$ cat src/hw/rtl/grid_min_edge_length_defines.svh
// assertion helpers for the grid min edge length block
`ifndef GRID_MIN_EDGE_LENGTH_DEFINES_SVH
`define GRID_MIN_EDGE_LENGTH_DEFINES_SVH

// same-cycle implication, disabled while in reset
`define GMEL_ASSERT_IMPL(name, clk, rst_n, ante, cons, msg) \
    name: assert property (@(posedge clk) disable iff (!(rst_n)) (ante) |-> (cons)) \
        else $error(msg);

// next-cycle implication, disabled while in reset
`define GMEL_ASSERT_NEXT(name, clk, rst_n, ante, cons, msg) \
    name: assert property (@(posedge clk) disable iff (!(rst_n)) (ante) |=> (cons)) \
        else $error(msg);

`endif

$ cat src/hw/rtl/gmel_pkg.sv
`timescale 1ns / 1ps

package gmel_pkg;

    localparam int COORD_BITS      = 24;
    localparam int MAX_PLANE_NODES = 4096;
    localparam int ADDR_W          = $clog2(MAX_PLANE_NODES);

    localparam int CX_W      = 10;
    localparam int CY_W      = 6;
    localparam int CZ_W      = 6;
    localparam int CFG_W     = 10;
    localparam int CFG_IDX_W = 2;

    localparam logic [CFG_IDX_W-1:0] CFG_CELLS_X = 2'd0;
    localparam logic [CFG_IDX_W-1:0] CFG_CELLS_Y = 2'd1;
    localparam logic [CFG_IDX_W-1:0] CFG_CELLS_Z = 2'd2;

    localparam int DIFF_W    = COORD_BITS + 1;
    localparam int SQ2_W     = 2 * DIFF_W;
    localparam int SQ_W      = 50;
    localparam int MAG_LIM_W = 25;
    localparam int SUM_W     = (SQ2_W + 2 > SQ_W + 1) ? SQ2_W + 2 : SQ_W + 1;
    localparam int LEN_W     = 25;

    localparam logic [SQ_W-1:0]  SQ_MAX  = {SQ_W{1'b1}};
    localparam logic [LEN_W-1:0] LEN_MAX = {LEN_W{1'b1}};

    localparam int QUEUE_DEPTH = 2;
    localparam int Q_PTR_W     = $clog2(QUEUE_DEPTH);
    localparam int Q_CNT_W     = $clog2(QUEUE_DEPTH + 1);

    typedef struct packed {
        logic signed [COORD_BITS-1:0] x;
        logic signed [COORD_BITS-1:0] y;
        logic signed [COORD_BITS-1:0] z;
    } t_vtx;

    localparam int VTX_W = $bits(t_vtx);

    // one classified vertex on its way from front to back
    typedef struct packed {
        t_vtx              vtx;
        logic [ADDR_W-1:0] slot;
        logic [ADDR_W-1:0] zslot;
        logic              en_y;
        logic              en_z;
        logic              en_x;
        logic              first;
        logic              last;
    } t_item;

endpackage

$ cat src/hw/rtl/gmel_queue.sv
`timescale 1ns / 1ps

module gmel_queue
    import gmel_pkg::*;
(
    input  logic  i_clk,
    input  logic  i_rst_n,
    input  logic  i_push,
    input  t_item i_item,
    output logic  o_full,
    input  logic  i_pop,
    output logic  o_empty,
    output t_item o_item
);

    t_item              r_mem [QUEUE_DEPTH];
    logic [Q_PTR_W-1:0] r_wptr;
    logic [Q_PTR_W-1:0] r_rptr;
    logic [Q_CNT_W-1:0] r_count;

    logic n_wr;
    logic n_rd;

    always_comb begin
        o_full  = r_count == Q_CNT_W'(QUEUE_DEPTH);
        o_empty = r_count == '0;
        n_wr    = i_push && !o_full;
        n_rd    = i_pop && !o_empty;
        o_item  = r_mem[r_rptr];
    end

    always_ff @(posedge i_clk) begin
        if (!i_rst_n) begin
            r_wptr  <= '0;
            r_rptr  <= '0;
            r_count <= '0;
        end else begin
            if (n_wr) begin
                r_wptr <= r_wptr + 1'b1;
            end
            if (n_rd) begin
                r_rptr <= r_rptr + 1'b1;
            end
            if (n_wr && !n_rd) begin
                r_count <= r_count + 1'b1;
            end else if (n_rd && !n_wr) begin
                r_count <= r_count - 1'b1;
            end
        end
    end

    always_ff @(posedge i_clk) begin
        if (n_wr) begin
            r_mem[r_wptr] <= i_item;
        end
    end

endmodule

$ cat config.mk
export PLATFORM = sky130hd
export DESIGN_NAME = gmel_queue
export DESIGN_NICKNAME = d
export VERILOG_FILES = /design/src/hw/rtl/grid_min_edge_length_defines.svh /design/src/hw/rtl/gmel_pkg.sv /design/src/hw/rtl/gmel_queue.sv
export SDC_FILE = /design/constraint.sdc
export NUM_CORES = 1
export LEC_CHECK = 0
export ABC_AREA = 0
export CORE_MARGIN = 10
export CORE_UTILIZATION = 25
export CTS_CLUSTER_SIZE = 14
export DETAILED_ROUTE_END_ITERATION = 8
export DONT_BUFFER_PORTS = 1
export GPL_ROUTABILITY_DRIVEN = 1
export PLACE_DENSITY = 0.38
export REMOVE_ABC_BUFFERS = 1
export SETUP_SLACK_MARGIN = 0.05
export SYNTH_ARGS = -nofsm -noshare
export SYNTH_HDL_FRONTEND = slang
export SYNTH_SLANG_ARGS = --single-unit
$ cat constraint.sdc
create_clock -name i_clk -period 7 [get_ports i_clk]
set_input_delay 0.7 -clock i_clk [delete_from_list [all_inputs] [get_ports i_clk]]
set_output_delay 0.7 -clock i_clk [all_outputs]
set_load 0.01 [all_outputs]
==> results of run 1 <==
[area by class of cell]
cell class                      instances  share of cell area (%)
Sequential cell                       207                    70.3
Multi-Input combinational cell        119                    14.5
Clock buffer                           35                    7.90
Tap cell                              390                    5.56
Clock inverter                          8                    1.28
Timing Repair Buffer                    4                   0.342
Inverter                                2                  0.0855
[path summary, 6_finish.rpt]
kind              start            to  slack, ns  depth (start not counted)
min          i_item[71]  r_mem[0][71]       0.29                          0
min reg2reg  r_count[1]    r_count[1]       0.54                          2
max            register    o_item[71]       3.74                          2
max reg2reg  r_count[0]  r_mem[0][70]       4.41                          5
[metal layers]
metal / track usage, % / vias up / wire length [um]
met4: 2.32 / 0 / 299
met3: 6.31 / 28 / 2680
li1: - / 1378 / -
met5: 0 / - / 0
met1: 8.25 / 1539 / 5770
met2: 13.3 / 142 / 7720
[cell usage in the layout, fill, tap and decap left out, types with 2 or more instances in the layout]
master,n
bufinv_16,3
clkbuf_16,25
edfxtp_1,202
clkbuf_1,7
dfxtp_1,4
nor2_1,2
clkbuf_8,3
mux2_2,11
buf_4,4
and2_1,3
xnor2_1,2
clkinv_2,3
mux2_1,90
clkinv_1,2
[power by group]
group / switching [mW] / internal, mW
sequential: 0.0813 / 1.56
combinational: 0.372 / 0.183
clock: 0.455 / 0.792
total: 0.908 / 2.54
[critical path: stages, from the launching register on]
cell,delay [ns]
dfxtp_4,0.83
buf_4,0.70
mux2_1,0.47
[cells by family (layout without fill, tap and decap cells)]
family	Yosys count	count (layout)	share of synthesized area [%]
adders and majority gates	1	1	0.166
muxes	101	101	15.1
AOI/OAI and AO/OA	5	5	0.431
buffers and inverters	13	49	1.61
DFF	207	207	81.7
and+or+nand+nor	9	9	0.729
xor gates and xnor gates	3	3	0.348
[registers in the layout (all words and copies together), names as in the netlist, named ones only]
register  cells
r_mem       202
r_count       2
r_rptr        1
r_wptr        1
[stage by stage]
step | cell area [um^2] | util (%)
after floorplan | 7440 | -
after global placement | 7970 | 26.8
after detailed placement | 7970 | 26.8
after CTS | 8780 | 29.5
after global routing | 8780 | 29.5
final | 8780 | 29.5
==> out/results.ini, run 1 <==
[cts]
clkSinkCount = 207
tritoncts = built
cts_resized = 0
post-cts-setup-buffer-count = 0
h-tree-depth = 1
ctsRootBufferMaster = clkbuf_16
cts-hold-fix-buffers = 0
cts.path.max_buffers = 3
clkLatencyLatePin_ns = 0.51
cts.clk_slew.worst_paths_ns = 0.06
cts_made_buffers = 24

[synth]
synth_cells = 339
yosys.area.top_type = edfxtp_1
synth_top_area_share_pct = 80.3
ys_seq_area_share_pct = 81.7
synth_edf_count = 202
netlist_area_um2 = 7550
synthTopCellsByArea = edfxtp_1 (80%), mux2_1 (13%), mux2_2 (1.6%)
synth_most_common_cell = edfxtp_1
synth.avg_cell_area_um2 = 22.3
async_flop_share_pct = 0
synth_seq_cells = 207
synth-main-ff-cell = edfxtp_1
ys_types = 23
synthTopCellsByCount = edfxtp_1 (202), mux2_1 (90), mux2_2 (11)
yosysWarnings = 0

[drt]
wl_per_cell_um = 21.5
routed_wl_um = 16500
drt_pass1_iterations = 4
antenna_left = 0
via_count = 3087
vias_per_cell = 4.04
drc = 0
drtIter0Drc = 133

[setup_path]
worstPathMaxFanout = 51
worstSetupPathType = register to primary output
cp.arrival_ns = 2.56
crit_path_start_kind = register
end_kind = primary output
crit_required_ns = 6.30

[die]
io_pins = 208
dieArea_um2 = 37600
die_width_um = 194
core_region_area_um2 = 29700
rows = 63
die_h_um = 194
start_util_pct = 25.4

[finish]
nFillCells = 2874
stdcell_count = 765
antenna_cells = 0
final_nets = 464
areaGrowthSynthToFinish_pct = 16.2
layout-drive-gt1-share_pct = 14.1
seq_area_um2 = 6170
multiInputGateArea_um2 = 1270

[min_path]
hold_path_class = input port to register

[global_routing]
grt_pass1_vias = 3371
antenna_found_initial = 0
track_usage_pct = 8.29
gr-total-overflow = 0
grt_pass1_wl_um = 23600
grt_max_degree = 53

[sta]
tns_ns = 0
hold_viol_final = 0
hold_ws_ns = 0.285
rsz0062_at_grt = no
finalMaxSlewViolations = 0
setup_ws_ns = 3.74
max_freq_mhz = 307
tightest_slew_ns = 0.812
maxSlewHeadroom_pct = 45.8
fin_skew_ns = 0.00794
fin_crit_sh_pct = 46.6
period_needed_ns = 3.26
setup_violations = 0

[placement]
place_congestion = 0.672
place_ws_ns = 4.14
dp.cells = 722
io_buffers = 0

[outcome]
status = complete, no violations

[pwr]
ir_worst_vdd_uv = 249
p_leak_nw = 2.80
p_per_area_nw_per_um2 = 392
power_mw = 3.44

[flow_run]
drv_cap = 0

Power figures use the tool's default switching activity.
==> inputs of run 2 (changes only) <==
- ABC_AREA: 0 -> 1
- PLACE_DENSITY: 0.38 -> 0.4
- clock period: 7 -> 2.85 ns (I/O delays scaled with it)
==> out/results.ini, run 2 <==
[global_routing]
grt_pass1_vias = 3862
gr-total-overflow = 0
grt_pass1_wl_um = 24700
track_usage_pct = 8.24
grt_max_degree = 102
antenna_found_initial = 3

[synth]
yosys.area.top_type = edfxtp_1
ys_types = 16
synth_most_common_cell = edfxtp_1
ys_seq_area_share_pct = 77.3
synth_seq_cells = 207
synthTopCellsByCount = edfxtp_1 (202), mux2_4 (90), mux2_2 (11), nor2_1 (11)
netlist_area_um2 = 7980
synth-main-ff-cell = edfxtp_1
async_flop_share_pct = 0
synth_top_area_share_pct = 76.0
synth.avg_cell_area_um2 = 22.7
synth_cells = 352
yosysWarnings = 0
synthTopCellsByArea = edfxtp_1 (76%), mux2_4 (17%), buf_12 (2.3%)
synth_edf_count = 202

[drt]
antenna_left = 0
routed_wl_um = 16800
drt_pass1_iterations = 4
vias_per_cell = 3.99
drc = 0
drtIter0Drc = 134
wl_per_cell_um = 18.7
via_count = 3578

[pwr]
power_frac_clock_pct = 33.2
p_leak_nw = 3.53
seqPwrFrac_pct = 45.2
power_switching_mw = 2.30
power_mw = 8.75
p_comb_share_pct = 21.6
p_per_area_nw_per_um2 = 863
swShare_pct = 26.3
p_int_mw = 6.45
ir_worst_vdd_uv = 633

[setup_path]
timing.rr.start = r_count[0]
reg2reg_to = r_mem[1][72]
crit_path_start_kind = register
cp.arrival_ns = 2.02
worstSetupPathType = register to primary output
end_kind = primary output
worstPathMaxFanout = 101
crit_required_ns = 2.57
rr_worst_depth = 3
r2r_slack_ns = 1.07

[finish]
layout-drive-gt1-share_pct = 29.1
areaGrowthSynthToFinish_pct = 27.2
reg_top3 = r_mem: 202 flops, r_count: 2 flops
top_register = r_mem
final_nets = 581
largest_reg_flops = 202
final_cell_mix = edfxtp_1 (202), dlygate4sd3_1 (102), mux2_4 (90)
layout_commonest_cell = edfxtp_1

[die]
core_region_area_um2 = 31600
die_width_um = 199
die_h_um = 199
io_pins = 208
dieArea_um2 = 39500
rows = 65
start_util_pct = 25.3

[min_path]
hold_path_depth = 4
hold_path_class = input port to register
hold_start = i_pop

[cts]
cts.path.max_buffers = 3
clkLatencyLatePin_ns = 0.51
tritoncts = built
cts.clk_slew.worst_paths_ns = 0.06
cts_resized = 0
clkSinkCount = 207
cts_made_buffers = 24
ctsRootBufferMaster = clkbuf_16
post-cts-setup-buffer-count = 0
h-tree-depth = 1

[sta]
fin_crit_sh_pct = 80.8
tightest_slew_ns = 0.860
max_freq_mhz = 434
rsz0062_at_grt = no
setup_violations = 0
fin_skew_ns = 0.0107
hold_ws_ns = 0.0820
period_needed_ns = 2.30
tns_ns = 0
hold_viol_final = 0
maxSlewHeadroom_pct = 42.7
finalMaxSlewViolations = 0

[placement]
place_congestion = 0.646
io_buffers = 0
hpwl_um = 11300

[outcome]
status = complete, no violations

[flow_run]
drv_cap = 0

[run 2: cell types whose count changed in the layout (fill, tap and decap cells not counted), moves of 3 or more]
cell,change
and2_1,-3
nand2_1,+6
mux2_1,-90
diode_2,+3
clkinv_1,+3
dlygate4sd3_1,+102
clkbuf_8,-3
mux2_4,+90
inv_1,+8
nor2_1,+7
[run 2: final cells by class]
type / count / area, um^2
clock inverters: 13 / 114
multi-input cells: 125 / 1600
inverters: 9 / 33.8
diodes: 3 / 7.51
fillers: 3037 / 21400
well taps: 402 / 503
clock buffers: 30 / 644
repair buffers: 108 / 1080
flip-flops and latches: 207 / 6170
[run 2: logic make-up after synthesis]
group	synth area share [%]
fa+ha+maj	0.157
flops	77.3
compound gates	0.251
buf+inv	2.89
mux	18.5
simple gates	0.941
[run 2: worst max-delay path, stage by stage (launching register included)]
cell     delay, ns
dfxtp_4       0.35
buf_12        0.53
mux2_2        0.46
[run 2: worst max-delay path by stage]
stage | startpoint | slack, ns | endpoint | depth (start not counted)
floorplan | r_count[0] | -2.41 | r_mem[0][0] | 2
global placement | r_count[1] | 1.09 | r_mem[0][1] | 4
detailed placement | r_count[0] | 1.04 | r_mem[0][61] | 3
CTS | register | 0.53 | o_item[85] | 2
global route | register | 0.45 | o_item[85] | 2
finish | register | 0.55 | o_item[78] | 2
[run 2: stage by stage]
| stage | area, um^2 | instances | utilization, % | worst slack, ns |
|---|---|---|---|---|
| CTS | 10100 | 894 | 32.1 | 0.528 |
| global placement | 8360 | 749 | 26.5 | 1.09 |
| detailed placement | 8360 | 749 | 26.5 | 1.04 |
| floorplan | 7780 | 341 | - | -2.41 |
| finish | 10100 | 897 | 32.2 | 0.546 |
| global route | 10100 | 895 | 32.1 | 0.455 |
[run 2: what timing repair did]
item / 4_1_cts / 5_1_grt
endpoints found under the hold margin: 207 / 0
hold buffers: 102 / 0
setup endpoints to repair: 0 / 0
[run 2: per-layer routing]
metal | GRT usage (%) | part of all wire (%)
met1 | 9.42 | 39
met2 | 13.6 | 49
met3 | 3.67 | 9.7
met4 | 2.43 | 2.0
met5 | 0 | 0
[run 2: power groups by stage]
stage                     Combinational (mW)  Clock, mW  Sequential, mW
final                                   1.89       2.91            3.95
after global routing                    2.05       3.16            4.00
after CTS                               1.98       3.03            3.96
after detailed placement                1.83          0            4.02
after global placement                  1.81          0            4.01
after floorplan                         1.38          0            4.22
