`src/hw/rtl/grid_min_edge_length_defines.svh`:
```
// assertion helpers for the grid min edge length block
`ifndef GRID_MIN_EDGE_LENGTH_DEFINES_SVH
`define GRID_MIN_EDGE_LENGTH_DEFINES_SVH

// same-cycle implication, disabled while in reset
`define GMEL_ASSERT_IMPL(name, clk, rst_n, ante, cons, msg) \
    name: assert property (@(posedge clk) disable iff (!(rst_n)) (ante) |-> (cons)) \
        else $error(msg);

// next-cycle implication, disabled while in reset
`define GMEL_ASSERT_NEXT(name, clk, rst_n, ante, cons, msg) \
    name: assert property (@(posedge clk) disable iff (!(rst_n)) (ante) |=> (cons)) \
        else $error(msg);

`endif

```
`src/hw/rtl/gmel_pkg.sv`:
```
`timescale 1ns / 1ps

package gmel_pkg;

    localparam int COORD_BITS      = 24;
    localparam int MAX_PLANE_NODES = 4096;
    localparam int ADDR_W          = $clog2(MAX_PLANE_NODES);

    localparam int CX_W      = 10;
    localparam int CY_W      = 6;
    localparam int CZ_W      = 6;
    localparam int CFG_W     = 10;
    localparam int CFG_IDX_W = 2;

    localparam logic [CFG_IDX_W-1:0] CFG_CELLS_X = 2'd0;
    localparam logic [CFG_IDX_W-1:0] CFG_CELLS_Y = 2'd1;
    localparam logic [CFG_IDX_W-1:0] CFG_CELLS_Z = 2'd2;

    localparam int DIFF_W    = COORD_BITS + 1;
    localparam int SQ2_W     = 2 * DIFF_W;
    localparam int SQ_W      = 50;
    localparam int MAG_LIM_W = 25;
    localparam int SUM_W     = (SQ2_W + 2 > SQ_W + 1) ? SQ2_W + 2 : SQ_W + 1;
    localparam int LEN_W     = 25;

    localparam logic [SQ_W-1:0]  SQ_MAX  = {SQ_W{1'b1}};
    localparam logic [LEN_W-1:0] LEN_MAX = {LEN_W{1'b1}};

    localparam int QUEUE_DEPTH = 2;
    localparam int Q_PTR_W     = $clog2(QUEUE_DEPTH);
    localparam int Q_CNT_W     = $clog2(QUEUE_DEPTH + 1);

    typedef struct packed {
        logic signed [COORD_BITS-1:0] x;
        logic signed [COORD_BITS-1:0] y;
        logic signed [COORD_BITS-1:0] z;
    } t_vtx;

    localparam int VTX_W = $bits(t_vtx);

    // one classified vertex on its way from front to back
    typedef struct packed {
        t_vtx              vtx;
        logic [ADDR_W-1:0] slot;
        logic [ADDR_W-1:0] zslot;
        logic              en_y;
        logic              en_z;
        logic              en_x;
        logic              first;
        logic              last;
    } t_item;

endpackage

```
`src/hw/rtl/gmel_front.sv`:
```
`timescale 1ns / 1ps

module gmel_front
    import gmel_pkg::*;
(
    input  logic                         i_clk,
    input  logic                         i_rst_n,
    input  logic                         i_cfg_we,
    input  logic [CFG_IDX_W-1:0]         i_cfg_addr,
    input  logic [CFG_W-1:0]             i_cfg_wdata,
    input  logic                         i_push,
    input  logic signed [COORD_BITS-1:0] i_pos_x,
    input  logic signed [COORD_BITS-1:0] i_pos_y,
    input  logic signed [COORD_BITS-1:0] i_pos_z,
    input  logic                         i_q_full,
    output logic                         o_q_push,
    output t_item                        o_q_item
);

    logic [CX_W-1:0]   r_cells_x;
    logic [CY_W-1:0]   r_cells_y;
    logic [CZ_W-1:0]   r_cells_z;
    logic [CX_W-1:0]   r_idx_x;
    logic [CY_W-1:0]   r_idx_y;
    logic [CZ_W-1:0]   r_idx_z;
    logic [ADDR_W-1:0] r_slot;

    logic n_accept;
    logic n_last;
    logic n_cfg_hit;

    always_comb begin
        n_accept  = i_push && !i_q_full;
        n_last    = (r_idx_y >= r_cells_y) && (r_idx_z >= r_cells_z) && (r_idx_x >= r_cells_x);
        n_cfg_hit = i_cfg_we && (i_cfg_addr == CFG_CELLS_X || i_cfg_addr == CFG_CELLS_Y ||
                                 i_cfg_addr == CFG_CELLS_Z);

        o_q_item.vtx.x = i_pos_x;
        o_q_item.vtx.y = i_pos_y;
        o_q_item.vtx.z = i_pos_z;
        o_q_item.slot  = r_slot;
        // z neighbour sits one y column back in the plane store
        o_q_item.zslot = r_slot - (ADDR_W'(r_cells_y) + ADDR_W'(1));
        o_q_item.en_y  = r_idx_y != '0;
        o_q_item.en_z  = r_idx_z != '0;
        o_q_item.en_x  = r_idx_x != '0;
        o_q_item.first = (r_idx_y == '0) && (r_idx_z == '0) && (r_idx_x == '0);
        o_q_item.last  = n_last;
    end

    assign o_q_push = n_accept;

    always_ff @(posedge i_clk) begin
        if (!i_rst_n) begin
            r_cells_x <= '0;
            r_cells_y <= '0;
            r_cells_z <= '0;
            r_idx_x   <= '0;
            r_idx_y   <= '0;
            r_idx_z   <= '0;
            r_slot    <= '0;
        end else if (i_cfg_we) begin
            unique case (i_cfg_addr)
                CFG_CELLS_X: r_cells_x <= i_cfg_wdata[CX_W-1:0];
                CFG_CELLS_Y: r_cells_y <= i_cfg_wdata[CY_W-1:0];
                CFG_CELLS_Z: r_cells_z <= i_cfg_wdata[CZ_W-1:0];
                default: ;
            endcase
            // any known register write starts a new grid
            if (n_cfg_hit) begin
                r_idx_x <= '0;
                r_idx_y <= '0;
                r_idx_z <= '0;
                r_slot  <= '0;
            end
        end else if (n_accept) begin
            priority if (n_last) begin
                r_idx_x <= '0;
                r_idx_y <= '0;
                r_idx_z <= '0;
                r_slot  <= '0;
            end else if (r_idx_y >= r_cells_y) begin
                r_idx_y <= '0;
                if (r_idx_z >= r_cells_z) begin
                    r_idx_z <= '0;
                    r_idx_x <= r_idx_x + 1'b1;
                    r_slot  <= '0;
                end else begin
                    r_idx_z <= r_idx_z + 1'b1;
                    r_slot  <= r_slot + 1'b1;
                end
            end else begin
                r_idx_y <= r_idx_y + 1'b1;
                r_slot  <= r_slot + 1'b1;
            end
        end
    end

endmodule

```
`config.mk`:
```
export PLATFORM = sky130hd
export DESIGN_NAME = gmel_front
export DESIGN_NICKNAME = d
export VERILOG_FILES = /design/src/hw/rtl/grid_min_edge_length_defines.svh /design/src/hw/rtl/gmel_pkg.sv /design/src/hw/rtl/gmel_front.sv
export SDC_FILE = /design/constraint.sdc
export NUM_CORES = 1
export LEC_CHECK = 0
export BUFFER_PORTS_ARGS = -buffer_cell sky130_fd_sc_hd__buf_2
export CORE_ASPECT_RATIO = 0.6
export CORE_UTILIZATION = 43
export DETAILED_ROUTE_END_ITERATION = 12
export PLACE_DENSITY = 0.78
export SETUP_SLACK_MARGIN = 0.5
export SLEW_MARGIN = 20
export SYNTH_ARGS = -nofsm -noshare
export SYNTH_HDL_FRONTEND = slang
export SYNTH_SLANG_ARGS = --single-unit
```
`constraint.sdc`:
```
create_clock -name i_clk -period 2.5 [get_ports i_clk]
set_input_delay 0.5 -clock i_clk [delete_from_list [all_inputs] [get_ports i_clk]]
set_output_delay 0.5 -clock i_clk [all_outputs]
set_load 0.02 [all_outputs]
```
==> results.txt, run 1 <==
# H-tree levels - 2
sw frac - 0.311
Synth Area in Simple Gates - 0.205
period utilization - 1.22
vias in the first global route - 3304
Design Area, Final - 4870 sq um
worst hold path type - in2reg
Vias - 3528
buffers plus inverters on the worst setup path - 2
area grow syn2layout - 22.9%
multi-input combinational cell area - 2580 sq um
Worst path slowest cell - fa_2
drt initial violations - 266
Int Pwr - 1.67 mW
drt pass-1 iters - 4
status - finished, violations left
Seq pwr share - 0.383
chip width - 126 um
Setup CP Type - reg2out
Tmin final - 3.06 ns
Logic pwr share - 0.317
Clk pwr share - 0.300
Post-route DRC - 0
Final Skew - 0.00795 ns
worst-margin pin slew - 0.746 ns
post-synth top area share - 0.283
maximum VDD drop - 0.000319 V
Post-DP Area - 4060 sq um
cell taking the most area after synthesis - dfxtp_1
number of max-cap violations - 0
PortBufs - 46
share of cells above drive strength 1 - 0.412
leakage - 2.03 nW
main combinational cell family by area after synthesis - simple AND/OR/NAND/NOR gates
Cells after DPL - 559
Crit Path Max Fanout - 3
Worst-Skew Late Latency - 0.30 ns
critical path depth - 10
Total GRT Usage - 0.228
syn_nets - 590
Compound-Gate Fraction of Synth Area - 0.110
Synth Area in XOR/XNOR - 0.0663
largest net degree at the start of global routing - 24
pwr/cell area - 498 nW/um^2
Max clock buf depth - 2
Die Y - 76.4 um
Worst EP arrival - 2.56 ns
Synth Warn # - 0
final number of hold-violating endpoints - 0
Synth Area in Adders - 0.116
# fillers - 701
sw power - 0.755 mW
clock-pin slew on the worst setup and hold paths - 0.07 ns
Critical Path Sink Type - primary output
CP Launch Type - flop
total wire length - 12200 um
family with the most delay on the worst path - compound AO/OA/AOI/OAI gates
diode count - 0
Final Non-Filler Cells - 597
RSZ-0062 raised after global routing - yes
register area share after synthesis - 0.283
Overall Power - 2.43 mW
multiplexer share of the synthesized area - 0.0354
global route total overflow - 0
core box area - 8720 sq um
Starting Density - 0.455
Detailed Place HPWL - 7270 um
post-synthesis cell count - 465
CP peak stage delay - 0.36 ns
number of buffers created by CTS - 5
WL/cell - 20.5 um
post-layout net count - 609
failing checks - negative setup slack
CTS tree - done
first-pass GRT wire length - 17100 um
WHS - 0.449 ns
die footprint - 9620 sq um
Placer Congestion - 0.855
Cell variety after synth - 51
row count - 26
Slew Limit Fails - 0
Final WS setup - -0.559 ns
WP data required - 2.00 ns
Synth Cell Area - 3960 sq um
antenna violations before repair - 0
clk sinks - 56
hold-critical path depth - 3
Via density - 5.91
worst path cell trace - inv_2, ha_4, fa_2, a21o_1, a21oi_2, nor2b_1, o21a_2, nor2_2, xor2_2, buf_2
clk root buf - clkbuf_16
syn_area_per_cell - 8.52 sq um
Storage cell area - 1150 sq um
register bit total from synthesis - 56
max_slew headroom - 0.503
r2r worst-path depth - 14
largest cells by area after synthesis - dfxtp_1 28%, buf_4 14%, ha_1 11%
Antenna Nets Post-Route - 0
io pins - 191
final count of negative-setup-slack endpoints - 21
f_max - 0.327 GHz
layer usage:
layer / part of all wire / global-route usage
met2: 0.45 / 0.361
met5: 0 / 0
met4: 0.067 / 0.0988
met1: 0.39 / 0.282
met3: 0.091 / 0.0779
worst min-delay path, stage by stage:
cell     delay (ns)
buf_2          0.08
a21oi_1        0.05
nor2b_1        0.09
flip-flops by register name, summed over array words and instances (netlist names):
register	flops
r_cells_z	6
r_idx_x	10
r_cells_x	10
r_idx_z	6
r_cells_y	6
r_slot	12
r_idx_y	6
logic make-up after synthesis:
group / Yosys count
mux: 14
buf+inv: 117
xor+xnor: 30
compound gates: 63
fa+ha+maj: 36
flops: 56
simple gates: 149
final cells by class:
cell class                 count  area share
multi-input combinational    293       0.530
sequential                    56       0.236
timing repair buffer          94       0.148
clock buffer                   7      0.0293
tap                          112      0.0288
inverter                      34      0.0267
clock inverter                 1     0.00154
power groups by stage:
stage                     clock, mW  sequential, mW  combinational (mW)
after floorplan                   0           0.950               0.505
after global placement            0           0.947               0.471
after detailed placement          0           0.950               0.487
after CTS                     0.725           0.929               0.620
after global routing          0.774           0.930               0.801
final                         0.727           0.928               0.770
final timing paths:
check	startpoint	to	slack, ns
worst max-delay path	r_cells_y[0]	o_q_item[11]	-0.56
worst min-delay path	i_cfg_wdata[7]	r_cells_x[7]	0.45
worst max register to register	r_cells_y[0]	r_idx_z[1]	-0.13
worst min register to register	r_cells_y[1]	r_cells_y[1]	0.53
layout by cell type (no fill, tap or decap), types with 3 or more instances in the layout:
master | synthesis | layout
dfxtp_1 | 56 | 41
buf_4 | 73 | 37
buf_2 | 4 | 34
inv_1 | 34 | 30
ha_1 | 35 | 29
nor2b_1 | 28 | 27
nor2_1 | 41 | 24
buf_6 | 2 | 21
xor2_1 | 20 | 15
mux2i_1 | 14 | 14
nand4_1 | 13 | 13
nand2_1 | 15 | 13
a21oi_1 | 19 | 12
nor2_2 | 0 | 11
dfxtp_2 | 0 | 11
nand3_1 | 12 | 10
o21ai_0 | 13 | 9
and3_1 | 8 | 8
xnor2_1 | 10 | 7
o211ai_1 | 7 | 7
a21oi_2 | 1 | 6
nor2_4 | 0 | 6
ha_4 | 0 | 6
xor2_2 | 0 | 5
clkbuf_16 | 0 | 5
nand3b_1 | 4 | 4
dfxtp_4 | 0 | 4
inv_2 | 0 | 3
a21o_1 | 3 | 3
nor4_4 | 0 | 3
xnor2_2 | 0 | 3
a2111oi_4 | 1 | 3
nor3_1 | 7 | 3
nor3_2 | 0 | 3
o21ai_1 | 1 | 3
stage by stage:
stage | setup TNS [ns] | util | setup slack [ns]
global placement | -0.0295 | 0.464 | -0.0294
floorplan | 0 | - | 0.0140
finish | -3.76 | 0.559 | -0.559
global route | -5.16 | 0.559 | -0.618
detailed placement | -0.0931 | 0.465 | -0.0791
CTS | -1.67 | 0.525 | -0.305
cell usage after synthesis, drive strengths merged:
master   count
a31oi        1
or3          1
a32oi        1
ha          35
a2111oi      3
nor3b        3
xor2        20
and4         3
buf         79
o21a         3
o211ai       7
fa           1
a211o        2
nor2        41
nand3b       4
nand2b       3
o22ai        2
or4          1
mux2i       14
nand2       17
and3         8
nand3       12
a211oi       2
and2         1
xnor2       10
a21o         4
nand4       13
o21ai       15
or2          1
clkbuf       4
a22oi        1
nor4         6
dfxtp       56
o31a         1
inv         34
nor2b       28
nor3         7
o21bai       1
a21oi       20
what timing repair did:
item	4_1_cts	5_1_grt
setup buffers	16	12
pin swaps	39	23
cloned	1	1
hold buffers	0	0
gates resized for setup	65	47
endpoints found under the setup margin	45	48
Power figures use the tool's default switching activity.
==> run 2, diff against run 1 <==
--- a/config.mk
+++ b/config.mk
@@ -10,6 +10,7 @@
 export CORE_UTILIZATION = 43
 export DETAILED_ROUTE_END_ITERATION = 12
 export PLACE_DENSITY = 0.78
+export RECOVER_POWER = 100
 export SETUP_SLACK_MARGIN = 0.5
 export SLEW_MARGIN = 20
 export SYNTH_ARGS = -nofsm -noshare
==> run 2 against run 1 <==
- the flow still finishes with violations (negative setup slack)
- clock skew is essentially flat
- routed wire length is essentially flat
- sequential share of layout area grew 0.10 points
- global-route usage stayed put
- critical path depth unchanged
- largest power group unchanged
==> results.txt, run 2 (synthesis gave the netlist of run 1 again) <==
status - finished, violations left
failing checks - negative setup slack
clock-pin slew on the worst setup and hold paths - 0.07 ns
Crit Path Max Fanout - 3
Worst-Skew Late Latency - 0.29 ns
leakage - 1.99 nW
share of cells above drive strength 1 - 0.392
clk root buf - clkbuf_16
Final Skew - 0.00811 ns
global route total overflow - 0
WL/cell - 20.5 um
maximum VDD drop - 0.000314 V
pre-CTS WS - -0.0791 ns
final count of negative-setup-slack endpoints - 21
Antenna Nets Post-Route - 0
commonest non-fill, non-tap cell in the layout - dfxtp_1
Post-CTS Hold Buffers - 0
Max clock buf depth - 2
vias in the first global route - 3304
io pins - 191
Vias - 3485
Placer Congestion - 0.855
max_slew headroom - 0.497
largest net degree at the start of global routing - 24
Detailed Place HPWL - 7270 um
Slew Limit Fails - 0
Starting Density - 0.455
Overall Power - 2.42 mW
commonest cells after routing, fill and taps aside - 41 x dfxtp_1, 35 x buf_4, 30 x inv_1, 29 x ha_1
Critical Path End - o_q_item[11]
Tmin final - 3.07 ns
Storage cell area - 1150 sq um
drt initial violations - 295
Critical Path Sink Type - primary output
total wire length - 12200 um
Design Area, Final - 4850 sq um
Worst EP arrival - 2.57 ns
number of buffers created by CTS - 5
f_max - 0.326 GHz
first-pass GRT wire length - 17100 um
RSZ-0062 raised after global routing - yes
Total GRT Usage - 0.228
clk sinks - 56
antenna violations before repair - 0
diode count - 0
CP Launch Point - r_cells_y[0]
pwr/cell area - 499 nW/um^2
max FFs per register - 12
row count - 26
WP data required - 2.00 ns
r2r worst-path depth - 14
area grow syn2layout - 22.3%
period utilization - 1.23
Via density - 5.84
die footprint - 9620 sq um
PortBufs - 46
worst hold path type - in2reg
CP Launch Type - flop
Die Y - 76.4 um
# fillers - 709
core box area - 8720 sq um
chip width - 126 um
CTS tree - done
# H-tree levels - 2
Post-DP Area - 4060 sq um
drt pass-1 iters - 7
Final WS setup - -0.565 ns
Setup CP Type - reg2out
worst-margin pin slew - 0.755 ns
Most flops, register - r_slot
Largest regs - r_slot (12), r_cells_x (10), r_idx_x (10)
final number of hold-violating endpoints - 0
post-layout net count - 609
number of max-cap violations - 0
worst r2r dst - r_idx_z[1]
reg2reg start - r_cells_y[0]
multi-input combinational cell area - 2570 sq um
Post-route DRC - 0
flop2flop setup slack - -0.13 ns
-- run 2: report_power, final --
part	switching, mW	internal, mW	total, mW
Clock	0.325	0.400	0.725
Sequential	0.0176	0.911	0.928
Combinational	0.410	0.357	0.768
-- run 2: critical path, cell delays in order, from the launching register on --
cell     delay [ns]
dfxtp_2        0.34
inv_2          0.05
ha_4           0.15
fa_2           0.36
a21o_1         0.20
a21oi_2        0.18
nor2b_1        0.07
o21a_2         0.26
nor2_2         0.22
xor2_2         0.24
buf_2          0.21
-- run 2: layer usage --
metal | vias up | GRT usage | wire length (um)
li1 | 1548 | - | -
met1 | 1647 | 0.282 | 4950
met2 | 217 | 0.361 | 5470
met3 | 73 | 0.0779 | 963
met4 | 0 | 0.0988 | 851
met5 | - | 0 | 0
-- run 2: worst min-delay path by stage --
stage / depth (start not counted) / from / end / slack [ns]
final: 3 / i_cfg_wdata[7] / r_cells_x[7] / 0.45
after global placement: 2 / r_cells_z[3] / r_cells_z[3] / 0.50
after detailed placement: 2 / r_cells_y[5] / r_cells_y[5] / 0.51
after floorplan: 2 / r_idx_y[1] / r_idx_y[1] / 0.48
after global routing: 3 / i_cfg_wdata[7] / r_cells_x[7] / 0.48
after CTS: 3 / i_cfg_wdata[7] / r_cells_x[7] / 0.46
-- run 2: layout make-up --
cell class / count / area share
tap: 112 / 0.0289
clock inverter: 1 / 0.00155
multi-input combinational: 293 / 0.531
timing repair buffer: 94 / 0.145
clock buffer: 7 / 0.0294
inverter: 34 / 0.0268
sequential: 56 / 0.237
-- run 2: stage by stage --
step | setup TNS [ns] | hold slack [ns] | utilization | instances
3_5_place_dp | -0.0931 | 0.508 | 0.465 | 559
4_1_cts | -1.67 | 0.460 | 0.525 | 584
3_3_place_gp | -0.0295 | 0.500 | 0.464 | 558
2_1_floorplan | 0 | 0.482 | - | 465
6_report | -3.81 | 0.454 | 0.556 | 597
5_1_grt | -5.16 | 0.475 | 0.556 | 597
-- run 2: timing repair --
action | in CTS | in global routing
setup buffers | 16 | 12
pin swaps | 39 | 23
gates cloned | 1 | 1
setup endpoints to repair | 45 | 48
resized for setup | 65 | 47
